<file path="config.mk">
export PLATFORM = sky130hd
export DESIGN_NAME = cvgs_ram
export DESIGN_NICKNAME = d
export VERILOG_FILES = /design/src/cvgs_ram.sv
export SDC_FILE = /design/constraint.sdc
export NUM_CORES = 1
export LEC_CHECK = 0
export ABC_AREA = 1
export BUFFER_PORTS_ARGS = -buffer_cell sky130_fd_sc_hd__buf_2
export CAP_MARGIN = 15
export CORE_UTILIZATION = 60
export DETAILED_ROUTE_END_ITERATION = 16
export MAX_ROUTING_LAYER = met4
export PLACE_DENSITY = 0.86
export SLEW_MARGIN = 20
export SYNTH_ARGS = -nofsm -noshare
export SYNTH_HDL_FRONTEND = slang
export SYNTH_SLANG_ARGS = --single-unit
</file>
<file path="constraint.sdc">
create_clock -name clk -period 1.4 [get_ports clk]
set_input_delay 0.21 -clock clk [delete_from_list [all_inputs] [get_ports clk]]
set_output_delay 0.21 -clock clk [all_outputs]
set_load 0.005 [all_outputs]
</file>
<file path="src/cvgs_ram.sv">
`timescale 1ns / 1ps
// ============================================================================
// cvgs_ram
// Generic simple dual-port RAM with one write port and a registered read.
// ============================================================================
module cvgs_ram #(
    parameter int WIDTH = 8,
    parameter int DEPTH = 16
) (
    input  logic                     clk,
    input  logic                     we,
    input  logic [$clog2(DEPTH)-1:0] waddr,
    input  logic [WIDTH-1:0]         wdata,
    input  logic                     re,
    input  logic [$clog2(DEPTH)-1:0] raddr,
    output logic [WIDTH-1:0]         rdata
);

    logic [WIDTH-1:0] mem [DEPTH];

    always_ff @(posedge clk)
    begin
        if (we)
        begin
            mem[waddr] <= wdata;
        end
        if (re)
        begin
            rdata <= mem[raddr];
        end
    end

endmodule

</file>
Word level (Yosys, flattened, before mapping). Memories as Yosys holds them, arrays and structs flattened. A register that Yosys moved wholly into a read port is not among the register bits. Index checks and enable logic that the tools add are counted. W data, S select, Z words.

Muxes and demuxes: 2.

Operators by type and width (count): $mux W1 (2).

Flip-flop bits (word level): 0. Memory bits (writable): 128. Logic and storage cells: 3. Memories: 1.

Memories: mem (depth 16, width 8, rd ports 1, clocked after memory_dff 1, write ports 1, line 19) `logic [WIDTH-1:0] mem [DEPTH];`.

Logic depth before layout (Yosys ltp). Gate-level depths: netlist of the first run.

Depth after elaboration: 2. Gate-level depth with buffers: 8.

Worst setup path before layout of the first run. OpenSTA, ideal clock, no wires.

Kind: input-to-reg. From: input port waddr[2]. To: memory mem[10][0] (enable). Setup time: 370 ps. Data arrival time: 791 ps. Required time: 1030 ps. Setup slack: 239 ps. Cell stages on the path: 2. Path buffers: 0. Cell sequence: nand3b_1 > nor2_1.

RTL lines: start: declaration (line 12) `input logic [$clog2(DEPTH)-1:0] waddr,`; end: declaration (line 19).

Straight into the memory's write port.

Final worst setup path of the first run.
From: register rdata[6] (read register of mem). To: output port rdata[6].

RTL lines: start: declaration (line 16) `output logic [WIDTH-1:0] rdata`.

No word-level cell between the ends.

==> run_results.csv, run 1 <==
group,metric,value,unit
route,vias_per_cell,5.48,
route,wirelength,13.0,mm
sta,fin_hold_ws,62.9,ps
sta,rsz0062_at_grt,"false",
setup_path,path_depth,1,
route,ant_nets,0,
global_routing,grt_pass1_wl,20.0,mm
synth,synthAdderAreaFrac,0,%
power_and_ir_drop,power_density,1420,nW/µm²
sta,layout_setup_ws,84.3,ps
synth,synth.net_count,570,
setup_path,cp_slowest_stage_delay,430,ps
global_routing,grt_max_degree,65,
power_and_ir_drop,p_leak,2.93,nW
synth,netlist_instances,551,
clock_tree,cts_max_level,4,
clock_tree,ctsResizeCount,0,
sta,skew,7.30,ps
synth,seq_area_frac_synth,69.8,%
synth,synth_top_family_by_area,"simple AND/OR/NAND/NOR gates",
clock_tree,cts_sinks,136,
setup_path,regToRegEndpoint,"rdata[2]",
setup_path,worstSetupStartpointType,"register",
sta,hold_violations,0,
setup_path,worstPathCellList,"buf_2",
setup_path,rr_worst_depth,6,
setup_path,cpLargestDelayFamily,"flip-flops",
synth,synth-compound-area-share,0,%
route,wire_per_inst,17.6,µm
clock_tree,clk_path_buf_depth,2,
finish,syn2layout_area_growth,15.7,%
sta,tightest_slew,634,ps
sta,fmax,0.760,GHz
setup_path,path_buf_inv,1,
floorplanning,dieArea,10100,µm²
synth,synthSimpleGateAreaFrac,20.8,%
job,max-cap-violations,0,
place,hpwl,7.69,mm
clock_tree,cts_inserted_buffers,17,
sta,period_needed,1320,ps
clock_tree,holdBufCountCts,0,
route,drcViolationCount,0,
place,place_ws,-53.3,ps
sta,maxSlewHeadroom,57.7,%
setup_path,critPathCaptureType,"output pin",
synth,synth.cell_area,5850,µm²
clock_tree,path_clk_slew,60,ps
floorplanning,num_io_pins,27,
floorplanning,dieHeight,101,µm
setup_path,rr_startpoint,"mem[5][2]",
setup_path,criticalPathCategory,"reg -> out",
global_routing,grt_pass1_vias,3803,
synth,synth.distinct_cells,11,
worst_hold_path,hold_path.class,"in -> reg",
place,gp_congestion,0.940,
clock_tree,cts_setup_buffers,0,
clock_tree,clockRootBuffer,"clkbuf_8",
route,drt_iter0_drc,531,
setup_path,cp_data_required_time,1190,ps
setup_path,reg2reg_slack,210,ps
finish,ff_latch_area,4080,µm²
synth,avgSynthCellArea,10.6,µm²
setup_path,worst_path_max_delay_cell,"edfxtp_1",
route,vias,4042,
clock_tree,clk_latency,520,ps
floorplanning,row_count,35,
power_and_ir_drop,peakVddDrop,0.833,mV
finish,drive_gt1_share,13.5,%
power_and_ir_drop,finalPower,9.59,mW
clock_tree,tritoncts,"done",
floorplanning,initial_utilization,62.7,%
global_routing,track_usage,29.0,%
floorplanning,core,9330,µm²
synth,synth.area.mux_share,0,%
finish,multi_input_area,1210,µm²
synth,synth_xor_area_share,0,%
sta,drv_slew,0,
global_routing,antenna_found_initial,1,
setup_path,cp_max_fo,1,
finish,fin_nets,614,
synth,synth_seq_cells,136,
floorplanning,fp.dieW,101,µm
run_status,status,"finished clean",
finish,fillers,621,
setup_path,cp-startpoint,"rdata[6]",
sta,final.period_utilization,94.0,%
route,dr.pass1.iters,8,
sta,setup_violations,0,
place,io_buffers,26,
setup_path,cp.arrival,1110,ps
global_routing,grt_overflow,0,
synth,yosys_warnings,0,
setup_path,crit_end,"rdata[6]",
-- how the worst min path moves through the flow --
stage | slack [ps] | start | endpoint | cells past startpoint
3_3_place_gp | 590 | re | rdata[1] | 1
5_1_grt | 50 | re | rdata[1] | 1
2_1_floorplan | 310 | wdata[0] | mem[0][0] | 0
6_report | 60 | re | rdata[1] | 1
4_1_cts | 50 | re | rdata[1] | 1
3_5_place_dp | 590 | re | rdata[1] | 1
-- sequential cells by signal, indices dropped and copies added, names as in the netlist --
| name | flops |
|---|---|
| mem | 128 |
| rdata | 8 |
-- cells by family after synthesis --
logic type | after synthesis
buffers and inverters | 126
flip-flops | 136
AND/OR/NAND/NOR | 289
-- layout by cell type (no fill, tap or decap), drive strengths merged --
| cell type | netlist | final |
|---|---|---|
| edfxtp | 136 | 136 |
| diode | 0 | 1 |
| nand3 | 97 | 97 |
| clkinvlp | 0 | 5 |
| nor2 | 17 | 17 |
| buf | 24 | 49 |
| nand2 | 173 | 173 |
| clkbuf | 0 | 17 |
| bufinv | 0 | 3 |
| nand3b | 2 | 2 |
| clkinv | 0 | 5 |
| inv | 102 | 104 |
-- metal layers --
layer  GRT usage, %  wire length [µm]  share of wire, %
met1           36.7              4850                37
met2           44.8              6420                49
met3           5.69              1300                10
met4           15.1               438               3.4
met5              -                 0                 0
-- where the power goes --
group	internal (mW)	switching (mW)	total (mW)
Combinational	0.166	0.396	0.562
Sequential	4.59	0.0281	4.62
Clock	2.71	1.70	4.41
-- final cells by class --
class | count | area share, %
multi-input combinational | 289 | 17.9
tap | 129 | 2.39
sequential | 136 | 60.4
timing repair buffer | 49 | 4.85
clock buffer | 17 | 6.12
clock inverter | 15 | 2.61
antenna | 1 | 0.0370
inverter | 102 | 5.66
-- synthesized netlist by cell type --
cell / number / area [µm²]
nand2_1: 173 / 649
edfxtp_1: 136 / 4080
inv_1: 100 / 375
nand3_1: 97 / 485
nor2_1: 17 / 63.8
buf_2: 13 / 65.1
buf_6: 6 / 67.6
buf_4: 4 / 30.0
inv_2: 2 / 7.51
nand3b_1: 2 / 15.0
buf_1: 1 / 3.75
-- per-stage QoR --
step / instances / util, % / cell area [µm²] / setup TNS [ps]
floorplan: 551 / - / 5850 / 0
global placement: 705 / 66.1 / 6170 / -4.27
detailed placement: 705 / 66.1 / 6170 / -142
CTS: 737 / 72.5 / 6760 / 0
global route: 738 / 72.5 / 6760 / 0
finish: 738 / 72.5 / 6760 / 0
No activity file was read; power rests on OpenSTA's default activity.
==> run 2, diff against run 1 <==
--- a/config.mk
+++ b/config.mk
@@ -6,12 +6,12 @@
 export NUM_CORES = 1
 export LEC_CHECK = 0
 export ABC_AREA = 1
-export BUFFER_PORTS_ARGS = -buffer_cell sky130_fd_sc_hd__buf_2
 export CAP_MARGIN = 15
 export CORE_UTILIZATION = 60
 export DETAILED_ROUTE_END_ITERATION = 16
+export DONT_BUFFER_PORTS = 1
 export MAX_ROUTING_LAYER = met4
-export PLACE_DENSITY = 0.86
+export PLACE_DENSITY = 0.84
 export SLEW_MARGIN = 20
 export SYNTH_ARGS = -nofsm -noshare
 export SYNTH_HDL_FRONTEND = slang
==> run 2 against run 1 <==
Non-clock buffer count down 16. Combinational power down 14%. Critical path depth down 1. Critical path type unchanged. Cell area up 0.37%.
==> run_results.csv, run 2 (same netlist as run 1, synthesis figures left out) <==
group,metric,value,unit
run_status,status,"finished clean",
setup_path,cp_max_fo,1,
clock_tree,path_clk_slew,60,ps
floorplanning,num_io_pins,27,
sta,setup_violations,0,
clock_tree,ctsResizeCount,0,
floorplanning,dieArea,10100,µm²
setup_path,cp.arrival,980,ps
route,wire_per_inst,17.7,µm
route,ant_nets,0,
finish,n_antenna_cell,0,
power_and_ir_drop,p_leak,2.90,nW
global_routing,grt_pass1_wl,19.7,mm
finish,syn2layout_area_growth,16.1,%
worst_hold_path,hold_path.class,"in -> reg",
setup_path,reg2reg_slack,250,ps
route,route.met2.wl,6.23,mm
setup_path,rr_worst_depth,6,
setup_path,rr_startpoint,"mem[0][5]",
sta,rsz0062_at_grt,"false",
clock_tree,cts_max_level,4,
setup_path,cp-startpoint,"rdata[6]",
job,max-cap-violations,0,
route,wirelength,12.8,mm
finish,largest_register_ffs,128,
setup_path,worstSetupStartpointType,"register",
clock_tree,cts_setup_buffers,0,
place,hpwl,7.41,mm
global_routing,antenna_found_initial,0,
finish,stdcell_count,721,
finish,drive_gt1_share,8.61,%
global_routing,track_usage,28.8,%
finish,mostFrequentLayoutCells,"nand2_1 (173), edfxtp_1 (136), inv_1 (100), nand3_1 (97), buf_4 (20)",
setup_path,path_depth,0,
sta,maxSlewHeadroom,46.4,%
sta,period_needed,1190,ps
clock_tree,cts_inserted_buffers,17,
route,wl_met1,4.81,mm
route,vias,3923,
floorplanning,initial_utilization,62.7,%
setup_path,criticalPathCategory,"reg -> out",
global_routing,grt_overflow,0,
route,top_layer_used,"met4",
sta,fmax,0.839,GHz
clock_tree,cts_sinks,136,
clock_tree,clk_path_buf_depth,2,
setup_path,crit_end,"rdata[6]",
floorplanning,fp.dieW,101,µm
sta,tightest_slew,801,ps
finish,final_common_cell,"nand2_1",
sta,skew,6.33,ps
route,vias_per_cell,5.44,
power_and_ir_drop,peakVddDrop,1.42,mV
sta,hold_violations,0,
finish,utilization,72.8,%
floorplanning,dieHeight,101,µm
finish,fillers,596,
clock_tree,clk_latency,530,ps
setup_path,regToRegEndpoint,"rdata[5]",
global_routing,grt_pass1_vias,3780,
global_routing,grt_max_degree,66,
route,met3_wirelength,1.46,mm
sta,final.period_utilization,85.2,%
sta,drv_slew,0,
setup_path,cp_data_required_time,1190,ps
place,gp_congestion,0.855,
floorplanning,row_count,35,
route,drcViolationCount,0,
route,dr.pass1.iters,6,
sta,fin_hold_ws,30.2,ps
clock_tree,tritoncts,"done",
clock_tree,clockRootBuffer,"clkbuf_8",
finish,fin_nets,598,
finish,regMostFlops,"mem",
finish,reg.largest.list,"mem: 128 flops, rdata: 8 flops",
power_and_ir_drop,power_density,1460,nW/µm²
floorplanning,core,9330,µm²
setup_path,critPathCaptureType,"output pin",
route,drt_iter0_drc,386,
place,dp_cells,678,
place,io_buffers,0,
sta,tns,0,ps
-- run 2: cell type report --
| class | instances | area [µm²] | share of cell area [%] |
|---|---|---|---|
| flip-flops and latches | 136 | 4080 | 60.2 |
| multi-input cells | 289 | 1210 | 17.9 |
| clock buffers | 17 | 414 | 6.10 |
| inverters | 102 | 383 | 5.64 |
| repair buffers | 33 | 300 | 4.42 |
| clock inverters | 15 | 231 | 3.41 |
| well taps | 129 | 161 | 2.38 |
-- run 2: power breakdown --
group / internal [mW] / switching [mW] / leakage (nW)
logic: 0.157 / 0.325 / 1.36
clock network: 3.22 / 1.61 / 0.306
registers: 4.59 / 0.0310 / 1.24
-- run 2: per-stage QoR --
step                instance area, µm²  power (mW)  worst slack (ps)
finish                            6790        9.94               208
global route                      6790        10.2               165
global placement                  6030        5.06              85.5
CTS                               6790        9.95               207
floorplan                         5850        5.02               239
detailed placement                6030        5.07              68.0
-- run 2: worst min path at each step --
stage,start,end,slack [ps],depth (start not counted)
floorplan,wdata[0],mem[0][0],310,0
global placement,wdata[5],mem[1][5],310,0
detailed placement,wdata[1],mem[6][1],310,0
CTS,raddr[1],rdata[4],1,4
global route,raddr[1],rdata[4],30,4
finish,raddr[1],rdata[4],30,4
-- run 2: tightest hold or removal path, delay by kind of cell --
kind	cells	cell delay, ps
and+or+nand+nor	4	220
-- run 2: layer usage --
| metal | track usage, % | vias to the layer above |
|---|---|---|
| met5 | - | - |
| met4 | 12.7 | 0 |
| met3 | 7.63 | 30 |
| met2 | 44.9 | 238 |
| met1 | 35.8 | 1815 |
| li1 | - | 1840 |
-- run 2: what timing repair did --
item,in CTS,in global routing
endpoints found under the setup margin,0,0
hold endpoints to repair,144,0
hold buffers,11,0
==> run 3, diff against run 2 <==
==> constraint.sdc (replaced) <==
create_clock -name clk -period 1.3 [get_ports clk]
set_input_delay 0.195 -clock clk [delete_from_list [all_inputs] [get_ports clk]]
set_output_delay 0.195 -clock clk [all_outputs]
set_load 0.005 [all_outputs]
==> run 3 against run 2 <==
First-iteration DRC count rose by 9.6%. Hold slack got worse by 4.0 ps. Largest power group is now sequential cells. Total power rose by 1.8%. Sequential power grew 7.8%. Highest routed layer unchanged.
==> run_results.csv, run 3 (same netlist as run 1, synthesis figures left out) <==
group,metric,value,unit
run_status,status,"finished clean",
finish,fin_nets,601,
sta,setup_violations,0,
job,max-cap-violations,0,
global_routing,track_usage,28.1,%
clock_tree,tritoncts,"done",
sta,tns,0,ps
setup_path,cp_data_required_time,1110,ps
sta,hold_violations,0,
setup_path,rr_startpoint,"mem[1][0]",
sta,fmax,0.847,GHz
place,place_area,6050,µm²
route,drcViolationCount,0,
place,io_buffers,0,
power_and_ir_drop,p_leak,2.89,nW
worst_hold_path,holdPathEnd,"rdata[0]",
route,vias_per_cell,5.47,
sta,skew,4.67,ps
route,vias,3961,
power_and_ir_drop,power_frac_clock,45.6,%
global_routing,antenna_found_initial,1,
clock_tree,clockRootBuffer,"clkbuf_8",
global_routing,grt_max_degree,66,
power_and_ir_drop,combPwrFrac,5.2,%
route,wire_per_inst,17.5,µm
power_and_ir_drop,power_density,1500,nW/µm²
power_and_ir_drop,swShare,20.8,%
global_routing,grt_pass1_vias,3837,
worst_hold_path,hold_path.class,"in -> reg",
sta,tightest_slew,688,ps
floorplanning,num_io_pins,27,
floorplanning,dieHeight,101,µm
place,dp_cells,681,
power_and_ir_drop,finalPower,10.1,mW
sta,final.period_utilization,90.8,%
global_routing,grt_overflow,0,
clock_tree,holdBufCountCts,11,
place,place_ws,49.5,ps
place,gp_congestion,0.876,
finish,reg.largest.list,"mem: 128 flops, rdata: 8 flops",
sta,layout_setup_ws,120,ps
clock_tree,cts_max_level,4,
floorplanning,initial_utilization,62.7,%
finish,stdcell_count,724,
finish,drive_gt1_share,9.09,%
worst_hold_path,hp-start,"raddr[2]",
setup_path,reg2reg_slack,150,ps
clock_tree,cts_sinks,136,
power_and_ir_drop,power.switching,2.11,mW
finish,largest_register_ffs,128,
sta,fin_hold_ws,26.2,ps
floorplanning,dieArea,10100,µm²
clock_tree,clk_latency,520,ps
route,ant_nets,0,
floorplanning,core,9330,µm²
finish,syn2layout_area_growth,15.3,%
finish,final_common_cell,"nand2_1",
setup_path,worstSetupStartpointType,"register",
clock_tree,clk_path_buf_depth,2,
power_and_ir_drop,p_int,8.01,mW
place,hpwl,7.76,mm
sta,rsz0062_at_grt,"false",
route,wirelength,12.7,mm
setup_path,criticalPathCategory,"reg -> out",
sta,period_needed,1180,ps
finish,utilization,72.2,%
clock_tree,path_clk_slew,60,ps
sta,drv_slew,0,
power_and_ir_drop,peakVddDrop,1.01,mV
setup_path,cp.arrival,990,ps
worst_hold_path,holdPathStages,3,
sta,maxSlewHeadroom,54.0,%
power_and_ir_drop,power_frac_seq,49.2,%
setup_path,critPathCaptureType,"output pin",
finish,mostFrequentLayoutCells,"nand2_1 (173), edfxtp_1 (136), inv_1 (100), nand3_1 (97), buf_4 (23)",
floorplanning,fp.dieW,101,µm
setup_path,rr_worst_depth,6,
clock_tree,cts_setup_buffers,0,
setup_path,cp_max_fo,1,
setup_path,regToRegEndpoint,"rdata[0]",
floorplanning,row_count,35,
route,dr.pass1.iters,5,
clock_tree,ctsResizeCount,0,
route,drt_iter0_drc,423,
finish,regMostFlops,"mem",
finish,fin_area,6740,µm²
clock_tree,cts_inserted_buffers,17,
global_routing,grt_pass1_wl,19.6,mm
[run 3: cell count changes in the layout (fill, tap and decap cells not counted)]
cell        previous run  this run
buf_4                 20        23
bufinv_16              6         3
clkinv_1               5         3
clkinv_2               0         2
inv_6                  0         2
clkbuf_1               0         1
clkinvlp_4             2         1
diode_2                0         1
[run 3: worst register-to-register path, stage by stage (launching register included)]
cell      delay, ps
edfxtp_1        360
inv_1            60
nand2_1          40
nand3_1          90
nand3_1         130
nand3_1         140
nand2_1          80
[run 3: final cells by class]
| cell class | count | area [µm²] |
|---|---|---|
| Tap cell | 129 | 161 |
| Inverter | 102 | 383 |
| Antenna cell | 1 | 2.50 |
| Clock inverter | 13 | 154 |
| Timing Repair Buffer | 36 | 323 |
| Multi-Input combinational cell | 289 | 1210 |
| Sequential cell | 136 | 4080 |
| Clock buffer | 18 | 418 |
| Fill cell | 585 | 2590 |
[run 3: worst max path at each step]
| stage | start | end | slack [ps] | cells after the start |
|---|---|---|---|---|
| finish | rdata[6] | rdata[6] | 120 | 0 |
| global route | mem[0][0] | rdata[0] | 60 | 6 |
| CTS | rdata[6] | rdata[6] | 120 | 0 |
| detailed placement | raddr[0] | rdata[6] | 50 | 7 |
| global placement | raddr[0] | rdata[6] | 70 | 7 |
| floorplan | waddr[2] | mem[10][0] | 150 | 2 |
[run 3: power groups by stage]
stage                     logic (mW)  registers [mW]  clock network, mW
after floorplan                0.346            5.06                  0
after global placement         0.388            5.07                  0
after detailed placement       0.403            5.07                  0
after CTS                      0.515            4.98               4.63
after global routing           0.572            4.99               4.81
final                          0.522            4.98               4.62
[run 3: metal layers]
| metal | vias to the layer above | share of wire (%) | wire length (µm) | track usage, % |
|---|---|---|---|---|
| li1 | 1846 | - | - | - |
| met1 | 1832 | 38 | 4770 | 35.4 |
| met2 | 238 | 48 | 6150 | 43.6 |
| met3 | 45 | 12 | 1470 | 7.70 |
| met4 | 0 | 2.4 | 301 | 11.3 |
| met5 | - | 0 | 0 | - |
